## src/sv/sha1md_pkg.sv

```systemverilog
// shared types, constants and the control struct of the sha-1 digest engine
`default_nettype none

package sha1md_pkg;

   typedef logic [31:0]      word_type;
   typedef logic [4:0][31:0] chain_type;

   // round constants, one per group of twenty rounds
   localparam word_type K_R0 = 32'h5A827999;
   localparam word_type K_R1 = 32'h6ED9EBA1;
   localparam word_type K_R2 = 32'h8F1BBCDC;
   localparam word_type K_R3 = 32'hCA62C1D6;

   // initial chaining words, H0 in the low slot
   localparam chain_type CHAIN_INIT = {32'hC3D2E1F0, 32'h10325476, 32'h98BADCFE,
                                       32'hEFCDAB89, 32'h67452301};

   localparam logic [6:0] ROUND_GRP1  = 7'd20;
   localparam logic [6:0] ROUND_GRP2  = 7'd40;
   localparam logic [6:0] ROUND_GRP3  = 7'd60;
   localparam logic [6:0] ROUND_LAST  = 7'd79;
   localparam logic [6:0] SCHED_WORDS = 7'd16;

   localparam logic [5:0] POS_LAST   = 6'd63;
   localparam logic [5:0] POS_LENGTH = 6'd56;   // length field starts at bit 448
   localparam logic [7:0] PAD_BYTE   = 8'h80;
   localparam logic [7:0] ZERO_BYTE  = 8'h00;
   localparam logic [63:0] BITS_PER_BYTE = 64'd8;

   localparam logic [2:0] WORD_FIRST = 3'd0;
   localparam logic [2:0] WORD_LAST  = 3'd4;

   typedef enum logic [2:0] {
      ST_IDLE,
      ST_ROUND,
      ST_FOLD,
      ST_PAD_ONE,
      ST_PAD_ZERO,
      ST_PAD_LEN,
      ST_EMIT
   } state_type;

   // commands from the sequencer to the block line and the round unit
   typedef struct packed {
      logic       push;       // shift one byte into the block line
      logic [7:0] push_byte;
      logic       init;       // load the initial chaining words
      logic       start;      // copy chaining words into the working registers
      logic       step;       // run one round
      logic       fold;       // add working registers into the chaining words
      logic [6:0] rnd;        // current round number
   } core_ctrl_type;

endpackage

`default_nettype wire

```

## src/sv/sha1md_sched.sv

```systemverilog
// 64-byte block line that collects bytes and rolls as the message schedule
`default_nettype none

module sha1md_sched
   import sha1md_pkg::*;
(
   input  wire logic          clock,
   input  wire core_ctrl_type ctrl,
   output word_type           sched_word
);

   // word 0 sits in the top 32 bits, oldest first
   logic [511:0] line_ff;
   logic [511:0] line_in;
   word_type     w0, w2, w8, w13, mix;

   assign w0  = line_ff[511 -: 32];
   assign w2  = line_ff[447 -: 32];
   assign w8  = line_ff[255 -: 32];
   assign w13 = line_ff[95  -: 32];
   assign mix = w13 ^ w8 ^ w2 ^ w0;

   assign sched_word = (ctrl.rnd < SCHED_WORDS) ? w0 : {mix[30:0], mix[31]};

   always_comb begin
      line_in = line_ff;
      if (ctrl.push) begin
         line_in = {line_ff[503:0], ctrl.push_byte};
      end else if (ctrl.step) begin
         line_in = {line_ff[479:0], sched_word};
      end
   end

   always_ff @(posedge clock) begin
      line_ff <= line_in;
   end

endmodule

`default_nettype wire

```

## src/sv/sha1md_round.sv

```systemverilog
// shared round unit: working registers a..e and the five chaining words
`default_nettype none

module sha1md_round
   import sha1md_pkg::*;
(
   input  wire logic          clock,
   input  wire logic          reset,
   input  wire core_ctrl_type ctrl,
   input  wire word_type      sched_word,
   output chain_type          chain
);

   chain_type chain_ff, chain_in;
   word_type  a_ff, b_ff, c_ff, d_ff, e_ff;
   word_type  a_in, b_in, c_in, d_in, e_in;
   word_type  f_val, k_val, sum;

   // round function and constant for the current group of twenty
   always_comb begin
      if (ctrl.rnd < ROUND_GRP1) begin
         f_val = (b_ff & c_ff) | (~b_ff & d_ff);
         k_val = K_R0;
      end else if (ctrl.rnd < ROUND_GRP2) begin
         f_val = b_ff ^ c_ff ^ d_ff;
         k_val = K_R1;
      end else if (ctrl.rnd < ROUND_GRP3) begin
         f_val = (b_ff & c_ff) | (b_ff & d_ff) | (c_ff & d_ff);
         k_val = K_R2;
      end else begin
         f_val = b_ff ^ c_ff ^ d_ff;
         k_val = K_R3;
      end
   end

   assign sum = {a_ff[26:0], a_ff[31:27]} + f_val + e_ff + sched_word + k_val;

   always_comb begin
      a_in     = a_ff;
      b_in     = b_ff;
      c_in     = c_ff;
      d_in     = d_ff;
      e_in     = e_ff;
      chain_in = chain_ff;
      if (ctrl.start) begin
         a_in = chain_ff[0];
         b_in = chain_ff[1];
         c_in = chain_ff[2];
         d_in = chain_ff[3];
         e_in = chain_ff[4];
      end else if (ctrl.step) begin
         a_in = sum;
         b_in = a_ff;
         c_in = {b_ff[1:0], b_ff[31:2]};
         d_in = c_ff;
         e_in = d_ff;
      end
      if (ctrl.init) begin
         chain_in = CHAIN_INIT;
      end else if (ctrl.fold) begin
         chain_in[0] = chain_ff[0] + a_ff;
         chain_in[1] = chain_ff[1] + b_ff;
         chain_in[2] = chain_ff[2] + c_ff;
         chain_in[3] = chain_ff[3] + d_ff;
         chain_in[4] = chain_ff[4] + e_ff;
      end
   end

   always_ff @(posedge clock) begin
      a_ff <= a_in;
      b_ff <= b_in;
      c_ff <= c_in;
      d_ff <= d_in;
      e_ff <= e_in;
      if (reset) begin
         chain_ff <= CHAIN_INIT;
      end else begin
         chain_ff <= chain_in;
      end
   end

   assign chain = chain_ff;

endmodule

`default_nettype wire

```

## src/sv/sha1_message_digest_top.sv

```systemverilog
// sha-1 digest engine: byte request channel in, five digest words out
// usage
//   each request on req_* carries one message byte (req_byte_valid high) and/or
//   an end flag (req_is_last). a request with neither changes nothing. a request
//   with only req_is_last closes the message received so far, which may be empty.
//   on the end flag the block pads the message (0x80, zeros, 64-bit bit length),
//   then returns H0..H4 on rsp_* as five words, word_index 0..4, final_word on
//   the fifth, and starts over with fresh chaining words and a zero bit count.
// flow
//   a byte that does not complete a 64-byte block leaves the block idle; a byte that
//   completes one starts a compression (a load, rounds 0 to 79 through the single
//   round adder, a fold into the chaining words), and req_ready is low meanwhile.
//   closing a message pushes padding bytes one per cycle (up to 72), pausing while
//   a full block is compressed, and runs one or two more compressions.
// reset
//   synchronous, active high: back to idle with initial chaining words and an
//   empty message; block line contents are left as they are.
// stalls
//   each digest word holds on rsp_* until rsp_ready takes it; no new request is
//   taken until all five words have gone out.
`default_nettype none

module sha1_message_digest_top
   import sha1md_pkg::*;
(
   input  wire logic        clock,
   input  wire logic        reset,
   input  wire logic        req_valid,
   output logic             req_ready,
   input  wire logic [7:0]  req_msg_byte,
   input  wire logic        req_byte_valid,
   input  wire logic        req_is_last,
   output logic             rsp_valid,
   input  wire logic        rsp_ready,
   output logic [31:0]      rsp_digest_word,
   output logic [2:0]       rsp_word_index,
   output logic             rsp_final_word
);

   state_type     state_ff, state_in;
   state_type     ret_ff, ret_in;       // where to go after a compression
   logic [5:0]    pos_ff, pos_in;       // fill level of the block line
   logic [63:0]   bits_ff, bits_in;     // message length in bits, wraps
   logic [6:0]    rnd_ff, rnd_in;
   logic [2:0]    idx_ff, idx_in;
   core_ctrl_type ctrl;
   word_type      sched_word;
   chain_type     chain;
   logic [7:0]    len_byte;

   // big-endian length byte for the current slot of the length field
   assign len_byte = bits_ff[{~pos_ff[2:0], 3'b000} +: 8];

   always_ff @(posedge clock) begin
      if (reset) begin
         state_ff <= ST_IDLE;
         ret_ff   <= ST_IDLE;
         pos_ff   <= '0;
         bits_ff  <= '0;
         rnd_ff   <= '0;
         idx_ff   <= WORD_FIRST;
      end else begin
         state_ff <= state_in;
         ret_ff   <= ret_in;
         pos_ff   <= pos_in;
         bits_ff  <= bits_in;
         rnd_ff   <= rnd_in;
         idx_ff   <= idx_in;
      end
   end

   always_comb begin
      state_in       = state_ff;
      ret_in         = ret_ff;
      pos_in         = pos_ff;
      bits_in        = bits_ff;
      rnd_in         = rnd_ff;
      idx_in         = idx_ff;
      ctrl           = '0;
      ctrl.rnd       = rnd_ff;
      req_ready      = 1'b0;
      rsp_valid      = 1'b0;
      unique case (state_ff)
         ST_IDLE: begin
            req_ready = 1'b1;
            if (req_valid) begin
               if (req_byte_valid) begin
                  ctrl.push      = 1'b1;
                  ctrl.push_byte = req_msg_byte;
                  pos_in         = pos_ff + 6'd1;
                  bits_in        = bits_ff + BITS_PER_BYTE;
                  if (pos_ff == POS_LAST) begin
                     // block full: compress, then resume
                     ctrl.start = 1'b1;
                     rnd_in     = '0;
                     state_in   = ST_ROUND;
                     ret_in     = req_is_last ? ST_PAD_ONE : ST_IDLE;
                  end else if (req_is_last) begin
                     state_in = ST_PAD_ONE;
                  end
               end else if (req_is_last) begin
                  state_in = ST_PAD_ONE;
               end
            end
         end
         ST_ROUND: begin
            ctrl.step = 1'b1;
            rnd_in    = rnd_ff + 7'd1;
            if (rnd_ff == ROUND_LAST) begin
               state_in = ST_FOLD;
            end
         end
         ST_FOLD: begin
            ctrl.fold = 1'b1;
            state_in  = ret_ff;
         end
         ST_PAD_ONE: begin
            ctrl.push      = 1'b1;
            ctrl.push_byte = PAD_BYTE;
            pos_in         = pos_ff + 6'd1;
            state_in       = ST_PAD_ZERO;
            if (pos_ff == POS_LAST) begin
               ctrl.start = 1'b1;
               rnd_in     = '0;
               state_in   = ST_ROUND;
               ret_in     = ST_PAD_ZERO;
            end
         end
         ST_PAD_ZERO: begin
            if (pos_ff == POS_LENGTH) begin
               state_in = ST_PAD_LEN;
            end else begin
               ctrl.push      = 1'b1;
               ctrl.push_byte = ZERO_BYTE;
               pos_in         = pos_ff + 6'd1;
               if (pos_ff == POS_LAST) begin
                  ctrl.start = 1'b1;
                  rnd_in     = '0;
                  state_in   = ST_ROUND;
                  ret_in     = ST_PAD_ZERO;
               end
            end
         end
         ST_PAD_LEN: begin
            ctrl.push      = 1'b1;
            ctrl.push_byte = len_byte;
            pos_in         = pos_ff + 6'd1;
            if (pos_ff == POS_LAST) begin
               ctrl.start = 1'b1;
               rnd_in     = '0;
               state_in   = ST_ROUND;
               ret_in     = ST_EMIT;
            end
         end
         ST_EMIT: begin
            rsp_valid = 1'b1;
            if (rsp_ready) begin
               if (idx_ff == WORD_LAST) begin
                  // digest delivered: fresh message
                  idx_in    = WORD_FIRST;
                  ctrl.init = 1'b1;
                  bits_in   = '0;
                  state_in  = ST_IDLE;
               end else begin
                  idx_in = idx_ff + 3'd1;
               end
            end
         end
         default: begin
            state_in = ST_IDLE;
         end
      endcase
   end

   sha1md_sched u_sched (
      .clock      (clock),
      .ctrl       (ctrl),
      .sched_word (sched_word)
   );

   sha1md_round u_round (
      .clock      (clock),
      .reset      (reset),
      .ctrl       (ctrl),
      .sched_word (sched_word),
      .chain      (chain)
   );

   assign rsp_digest_word = chain[idx_ff];
   assign rsp_word_index  = idx_ff;
   assign rsp_final_word  = (idx_ff == WORD_LAST);

endmodule

`default_nettype wire

```

## config.mk

```make
export PLATFORM = sky130hd
export DESIGN_NAME = sha1_message_digest_top
export DESIGN_NICKNAME = d
export VERILOG_FILES = /design/src/sv/sha1md_pkg.sv /design/src/sv/sha1md_sched.sv /design/src/sv/sha1md_round.sv /design/src/sv/sha1_message_digest_top.sv
export SDC_FILE = /design/constraint.sdc
export NUM_CORES = 2
export LEC_CHECK = 0
export BUFFER_PORTS_ARGS = -buffer_cell sky130_fd_sc_hd__buf_2
export CAP_MARGIN = 20
export CORE_ASPECT_RATIO = 0.75
export CORE_MARGIN = 2
export CORE_UTILIZATION = 45
export DETAILED_ROUTE_END_ITERATION = 16
export MAX_ROUTING_LAYER = met4
export PLACE_DENSITY = 0.59
export SLEW_MARGIN = 20
export SYNTH_ARGS = -nofsm -noshare
export SYNTH_HDL_FRONTEND = slang
export SYNTH_SLANG_ARGS = --single-unit
```

## constraint.sdc

```tcl
create_clock -name clock -period 16.8 [get_ports clock]
set_clock_uncertainty 0.1 [all_clocks]
set_input_delay 4.2 -clock clock [delete_from_list [all_inputs] [get_ports clock]]
set_output_delay 4.2 -clock clock [all_outputs]
set_load 0.02 [all_outputs]
```

* Yosys cells after proc, flatten, opt, wreduce, memory -nomap -nowiden
Cells that the tools add are included.
Word-level totals: logic and storage cells 154, output and inout port bits 38, bits in registers 918, input bits 14
Cells by class: reduce and logical (&&, ||, !) cells 15, magnitude comparators 5, shift-type cells 1, mux-type cells 71, equal/unequal tests 18, $add $sub $neg 13, bitwise operators 14
Operator list (number):
- 512-bit 2-to-1 mux | 2
- 32-bit 2-to-1 mux | 17
- 32-bit adder | 9
- 64-bit 2-to-1 mux | 4
- 32-bit XOR | 5
- 32-bit AND | 4
- 64-bit case mux with 2 select lines | 1
- 32-bit binary-select mux with 3-bit select | 1
- 32-bit OR | 3
- 64-bit by 4-bit adder with 64-bit output (second input constant) | 1
- 64-bit by 7-bit variable part select with 8-bit output | 1
- 3-bit 2-to-1 mux | 17
- 9-bit case mux with 4 select lines | 1
- 32-bit inverter | 1
- 31-bit 2-to-1 mux | 1
- 7-bit 2-to-1 mux | 4
- 7-bit case mux with 4 select lines | 1
- 9-bit 2-to-1 mux | 3
- 3-bit case mux with 7 select lines | 1
- 6-bit 2-to-1 mux | 3
- 6-bit case mux with 3 select lines | 1
- 2-bit inequality test (second input constant) | 8
- 7-bit by 5-bit < comparator with 1-bit output (second input constant) | 2
- 7-bit by 6-bit < comparator with 1-bit output (second input constant) | 2
- 23 further kinds | 44

* Depth between registers and ports, before layout
depth after elaboration 12, gate-level depth with buffers 27, depth with buffers taken out 25

* Modules after synthesis
A second synthesis with hierarchy kept.
Second synthesis, totals: cells, all modules 4686, area, all modules 53491.3 um2
Modules (own cells, without submodules):
- sha1md_round | instances 1, cells an instance 2603, area each 24532.3 um2
- sha1md_sched | instances 1, cells an instance 1353, area each 23010.8 um2
- sha1_message_digest_top | instances 1, cells an instance 730, area each 5948.2 um2

* Worst setup path before layout
No wires, ideal clock.
path kind input to register, start point in req_valid, end point reg u_sched.line_ff[0], enable pin, cell stages on the path 6, data required time 13.020 ns, arrival time 13.316 ns, setup slack -0.296 ns, cell sequence nand2_1 > o31a_1 > nor2_1 > nor2_1 > clkbuf_1 > nand2_1
Between the ends: cells in the longest elaborated chain, start to end 3
Ends and longest elaborated chain:
- start, declared | RTL line sha1_message_digest_top.sv:28 | input wire logic req_valid,
- 9-bit 2-to-1 mux | RTL line sha1_message_digest_top.sv:86 | if (req_valid) begin
- 9-bit case mux with 4 select lines | RTL line sha1_message_digest_top.sv:83 | unique case (state_ff)
- 2-bit nonzero test (no source line)
- end signal, assigned | RTL line sha1md_sched.sv:35 | line_ff <= line_in;
- end, declared | RTL line sha1md_sched.sv:13 | logic [511:0] line_ff;
Every way passes these cells. A chain may end at the register's enable or synchronous reset.

* Worst setup path in the final report
start point in req_byte_valid, end point reg u_sched.line_ff[12] (data pin)
Between the ends: cells in the longest elaborated chain, start to end 4
Ends and longest elaborated chain:
- start, declared | RTL line sha1_message_digest_top.sv:31 | input wire logic req_byte_valid,
- 9-bit 2-to-1 mux | RTL line sha1_message_digest_top.sv:87 | if (req_byte_valid) begin
- 9-bit 2-to-1 mux | RTL line sha1_message_digest_top.sv:86
- 9-bit case mux with 4 select lines | RTL line sha1_message_digest_top.sv:83
- 512-bit 2-to-1 mux | RTL line sha1md_sched.sv:27 | if (ctrl.push) begin
- via u_sched.line_in[12] | RTL line sha1md_sched.sv:14 | logic [511:0] line_in;
The timed path passes the listed nets, and every way through them passes these cells.

==> impl_results.md <==
- First-pass GRT wire length: 224300 um
- Fmax: about 0.13 GHz
- Finished Layout Cells: ~7400
- DR iter-0 viols: about 4500
- DRT Pass-1 Iters: 6
- I/O Buffers: about 50
- Crit Path Category: primary input to register
- Critical Path Max Stage Delay: 0.88 ns
- Crit path DAT: 7.98 ns
- Net Count, Synth: just over 6000
- CP most frequent cell: buf_4
- Starting Density: ~46%
- Flop pwr share: a little over a third
- WL final: between 100000 and 150000 um
- Worst Setup SP: req_byte_valid
- DR vias: about 40000
- Vias in the first global route: ~37000
- Netlist Area Pre-Place: roughly 53000 um2
- Core Area: about 120000 um2
- Distinct cells, synth: slightly below 90
- Post-CTS setup buffer count: 0
- Clock power share: about a fifth
- Slew Viols, Final: 0
- CP max stage cell: buf_4
- Final setup vio count: 0
- Area leader, netlist: edfxtp_1
- Post-route ant nets: 0
- HP Class: register to register
- Antenna violations before repair: 3
- Critical Path Sink Type: register
- Synthesized flop and latch total: ~920
- PD cells: roughly 190 nW/um2
- Int Power: approximately 6400 uW
- Post-synth EDFFs: about 670
- Hold Crit Start: u_round.chain[118]$_SDFFE_PP0N_
- Final critical-path required period: roughly 7.7 ns
- Detail Placement HPWL: between 100000 and 150000 um
- Design Power: roughly 11000 uW
- CTS resizes: 0
- Setup_tns: 0 ns
- Net Switching: 4329 uW
- Clock latency at the later pin of the worst-skew pair: between 0.7 and 0.8 ns
- Top-Level Pins: between 50 and 60
- Outcome: completed
- Placed insts: ~7200
- Max IR drop VDD: about 0.16 mV
- Yosys warnings: 0
- Num CTS Buffers: between 90 and 100
- Final Wtd Congestion: approximately 0.90
- DRC viols: 0
- Max_cap viols: 0
- DR vias/cell: ~5.5
- Grt ovf: 0
- Post-Synthesis Cells: between 5000 and 6000
- Worst Max-Slew Pin Slew: 1.092 ns
- Final worst-path cycle share: approximately 46%
- GR Util All Layers: about 25%
- Die X: 399.9 um
- Ys flop type: edfxtp_1
- Yosys top cell area share: about two fifths
- Hold slack: 0.3961 ns
- P_leak: 0.02428 uW
- Buffer and inverter count on the worst path: 4
- CTS clk-pin slew, worst paths: approximately 0.06 ns
- Ordered cell list for the critical path: buf_2, nand2_1, o31a_1, o21bai_4, buf_12, buf_4, buf_4, o21ai_0
- Seq/Total Area, Yosys: between 40% and 50%
- Worst path top cell family by delay: buffers and inverters
- Relative slew slack: a little over a quarter
- DR WL/cell: around 20 um
- Die footprint: approximately 120000 um2
- Die H: 301.0 um
- Crit path required time: roughly 17 ns
- Placement Rows: about 110
- FFs w/ async S/R, synth: 0%
- CTS tree: yes
- Critical Path Fanout Max: 234
- Proportion of layout cells with a drive suffix above 1: approximately 6%
- Hold Violations, Final: 0
- Reg2Reg Launch Point: rnd_ff[5]$_SDFFE_PP0P_
- Nets: approximately 6000
- CTS max path bufs: 3
- Switching Fraction: slightly above 40%
- Gate power share: 43.2%
- # clock sinks: 915
- Htree depth: 3
- Area growth syn-to-layout: 9.448%
- Startpoint types: primary input
- Clock Tree Root: clkbuf_16
- Largest net degree at the start of global routing: ~240
- Unrepaired setup endpoints after global routing: false
- Post-CTS Hold Fix Bufs: 0
- Mean Syn Cell Area: just over 9 um2
- Area contributors post-synth: edfxtp_1 38%, nand2_1 15%, dfxtp_1 9.2%, ha_1 5.3%, fa_1 4.7%
area by class of cell:
cell class,count,area [um2]
Clock inverter,42,516.7
Multi-Input combinational cell,4394,26100
Tap cell,1540,1927
Fill cell,10827,58300
Antenna cell,2,5.005
Inverter,241,904.6
Sequential cell,915,25050
Timing Repair Buffer,94,640.6
Clock buffer,138,2763
placed cells by master (no fill, tap or decap), drive strengths merged, types with 20 or more instances in the layout:
master and instances:
nand2 2183, edfxtp 672, nor2 304, a21oi 281, dfxtp 243, inv 242, o21ai 229, ha 226
xnor2 202, clkbuf 138, fa 124, xor2 103, buf 94, a21o 73, nand3 72, o211ai 59
nor3 54, nor2b 53, mux4 45, a211oi 36, o21a 30, clkinv 29, o21bai 26, nand2b 26
or3 25, and3 24, o32ai 20, nand4 20
flip-flops by register name, indices dropped and copies added, names as in the netlist, 6 cells and up:
| register | count |
|---|---|
| bits_ff | 61 |
| u_round.b_ff | 32 |
| u_round.d_ff | 32 |
| u_round.a_ff | 32 |
| pos_ff | 6 |
| u_round.e_ff | 32 |
| u_round.c_ff | 32 |
| rnd_ff | 7 |
| u_sched.line_ff | 512 |
| u_round.chain | 160 |
tightest hold or removal path, cell delays in order, from the launching register on:
cell	delay [ns]
dfxtp_1	0.33
nand2_1	0.07
a21oi_1	0.05
routing by layer:
layer | vias to the layer above | track usage, % | share of wire, %
li1 | 19491 | - | -
met1 | 19448 | 39.92 | 51
met2 | 1361 | 30.98 | 38
met3 | 168 | 6.147 | 9.5
met4 | 0 | 5.243 | 2.0
met5 | - | - | 0
final timing paths:
| kind | to | slack, ns | cells past startpoint |
|---|---|---|---|
| hold reg to reg | u_round.chain[118]$_SDFFE_PP0N_ | 0.40 | 2 |
| setup reg to reg | u_round.a_ff[31]$_DFFE_PP_ | 9.38 | 26 |
| setup / recovery | u_sched.line_ff[12]$_DFFE_PP_ | 9.11 | 8 |
| hold / removal | u_round.chain[118]$_SDFFE_PP0N_ | 0.40 | 2 |
power groups by stage:
stage | combinational (uW) | sequential (uW) | clock (uW)
after detailed placement | 4550 | 3890 | 0
after CTS | 4590 | 3850 | 2290
after global routing | 5220 | 3930 | 2360
after floorplan | 3420 | 3790 | 0
final | 4640 | 3860 | 2240
after global placement | 4470 | 3890 | 0
cell usage after synthesis, types with 20 or more instances:
master and n:
nand2_1 2179, edfxtp_1 672, nor2_1 303, a21oi_1 278, dfxtp_1 243, clkbuf_1 240
inv_1 239, ha_1 226, xnor2_1 202, o21ai_0 193, fa_1 124, xor2_1 103
a21o_1 73, nand3_1 69, o211ai_1 59, nor2b_1 53, nor3_1 51, mux4_2 45
a211oi_1 36, o21ai_1 36, o21a_1 30, nand2b_1 26, o21bai_1 26, or3_1 25
and3_1 24, nand4_1 20, o32ai_1 20
cell families (layout without fill, tap and decap cells):
kind of cell	after synthesis	after routing	synth area share, %
compound gates	867	867	10.30
xor+xnor	305	305	5.049
fa+ha+maj	350	350	10.04
buf+inv	500	515	3.559
flops	915	915	47.33
mux	66	66	2.322
other cells	0	2	0
simple gates	2806	2806	21.40
through the flow:
stage          setup slack, ns  instance area (um2)  util, %
2_1_floorplan            4.961                52910        -
3_3_place_gp             8.414                54610    46.99
3_5_place_dp             8.378                54620    47.00
4_1_cts                  9.132                57900    49.82
5_1_grt                  8.801                57910    49.83
6_report                 9.113                57910    49.83
Note: power is estimated with default switching activity, not from simulation.
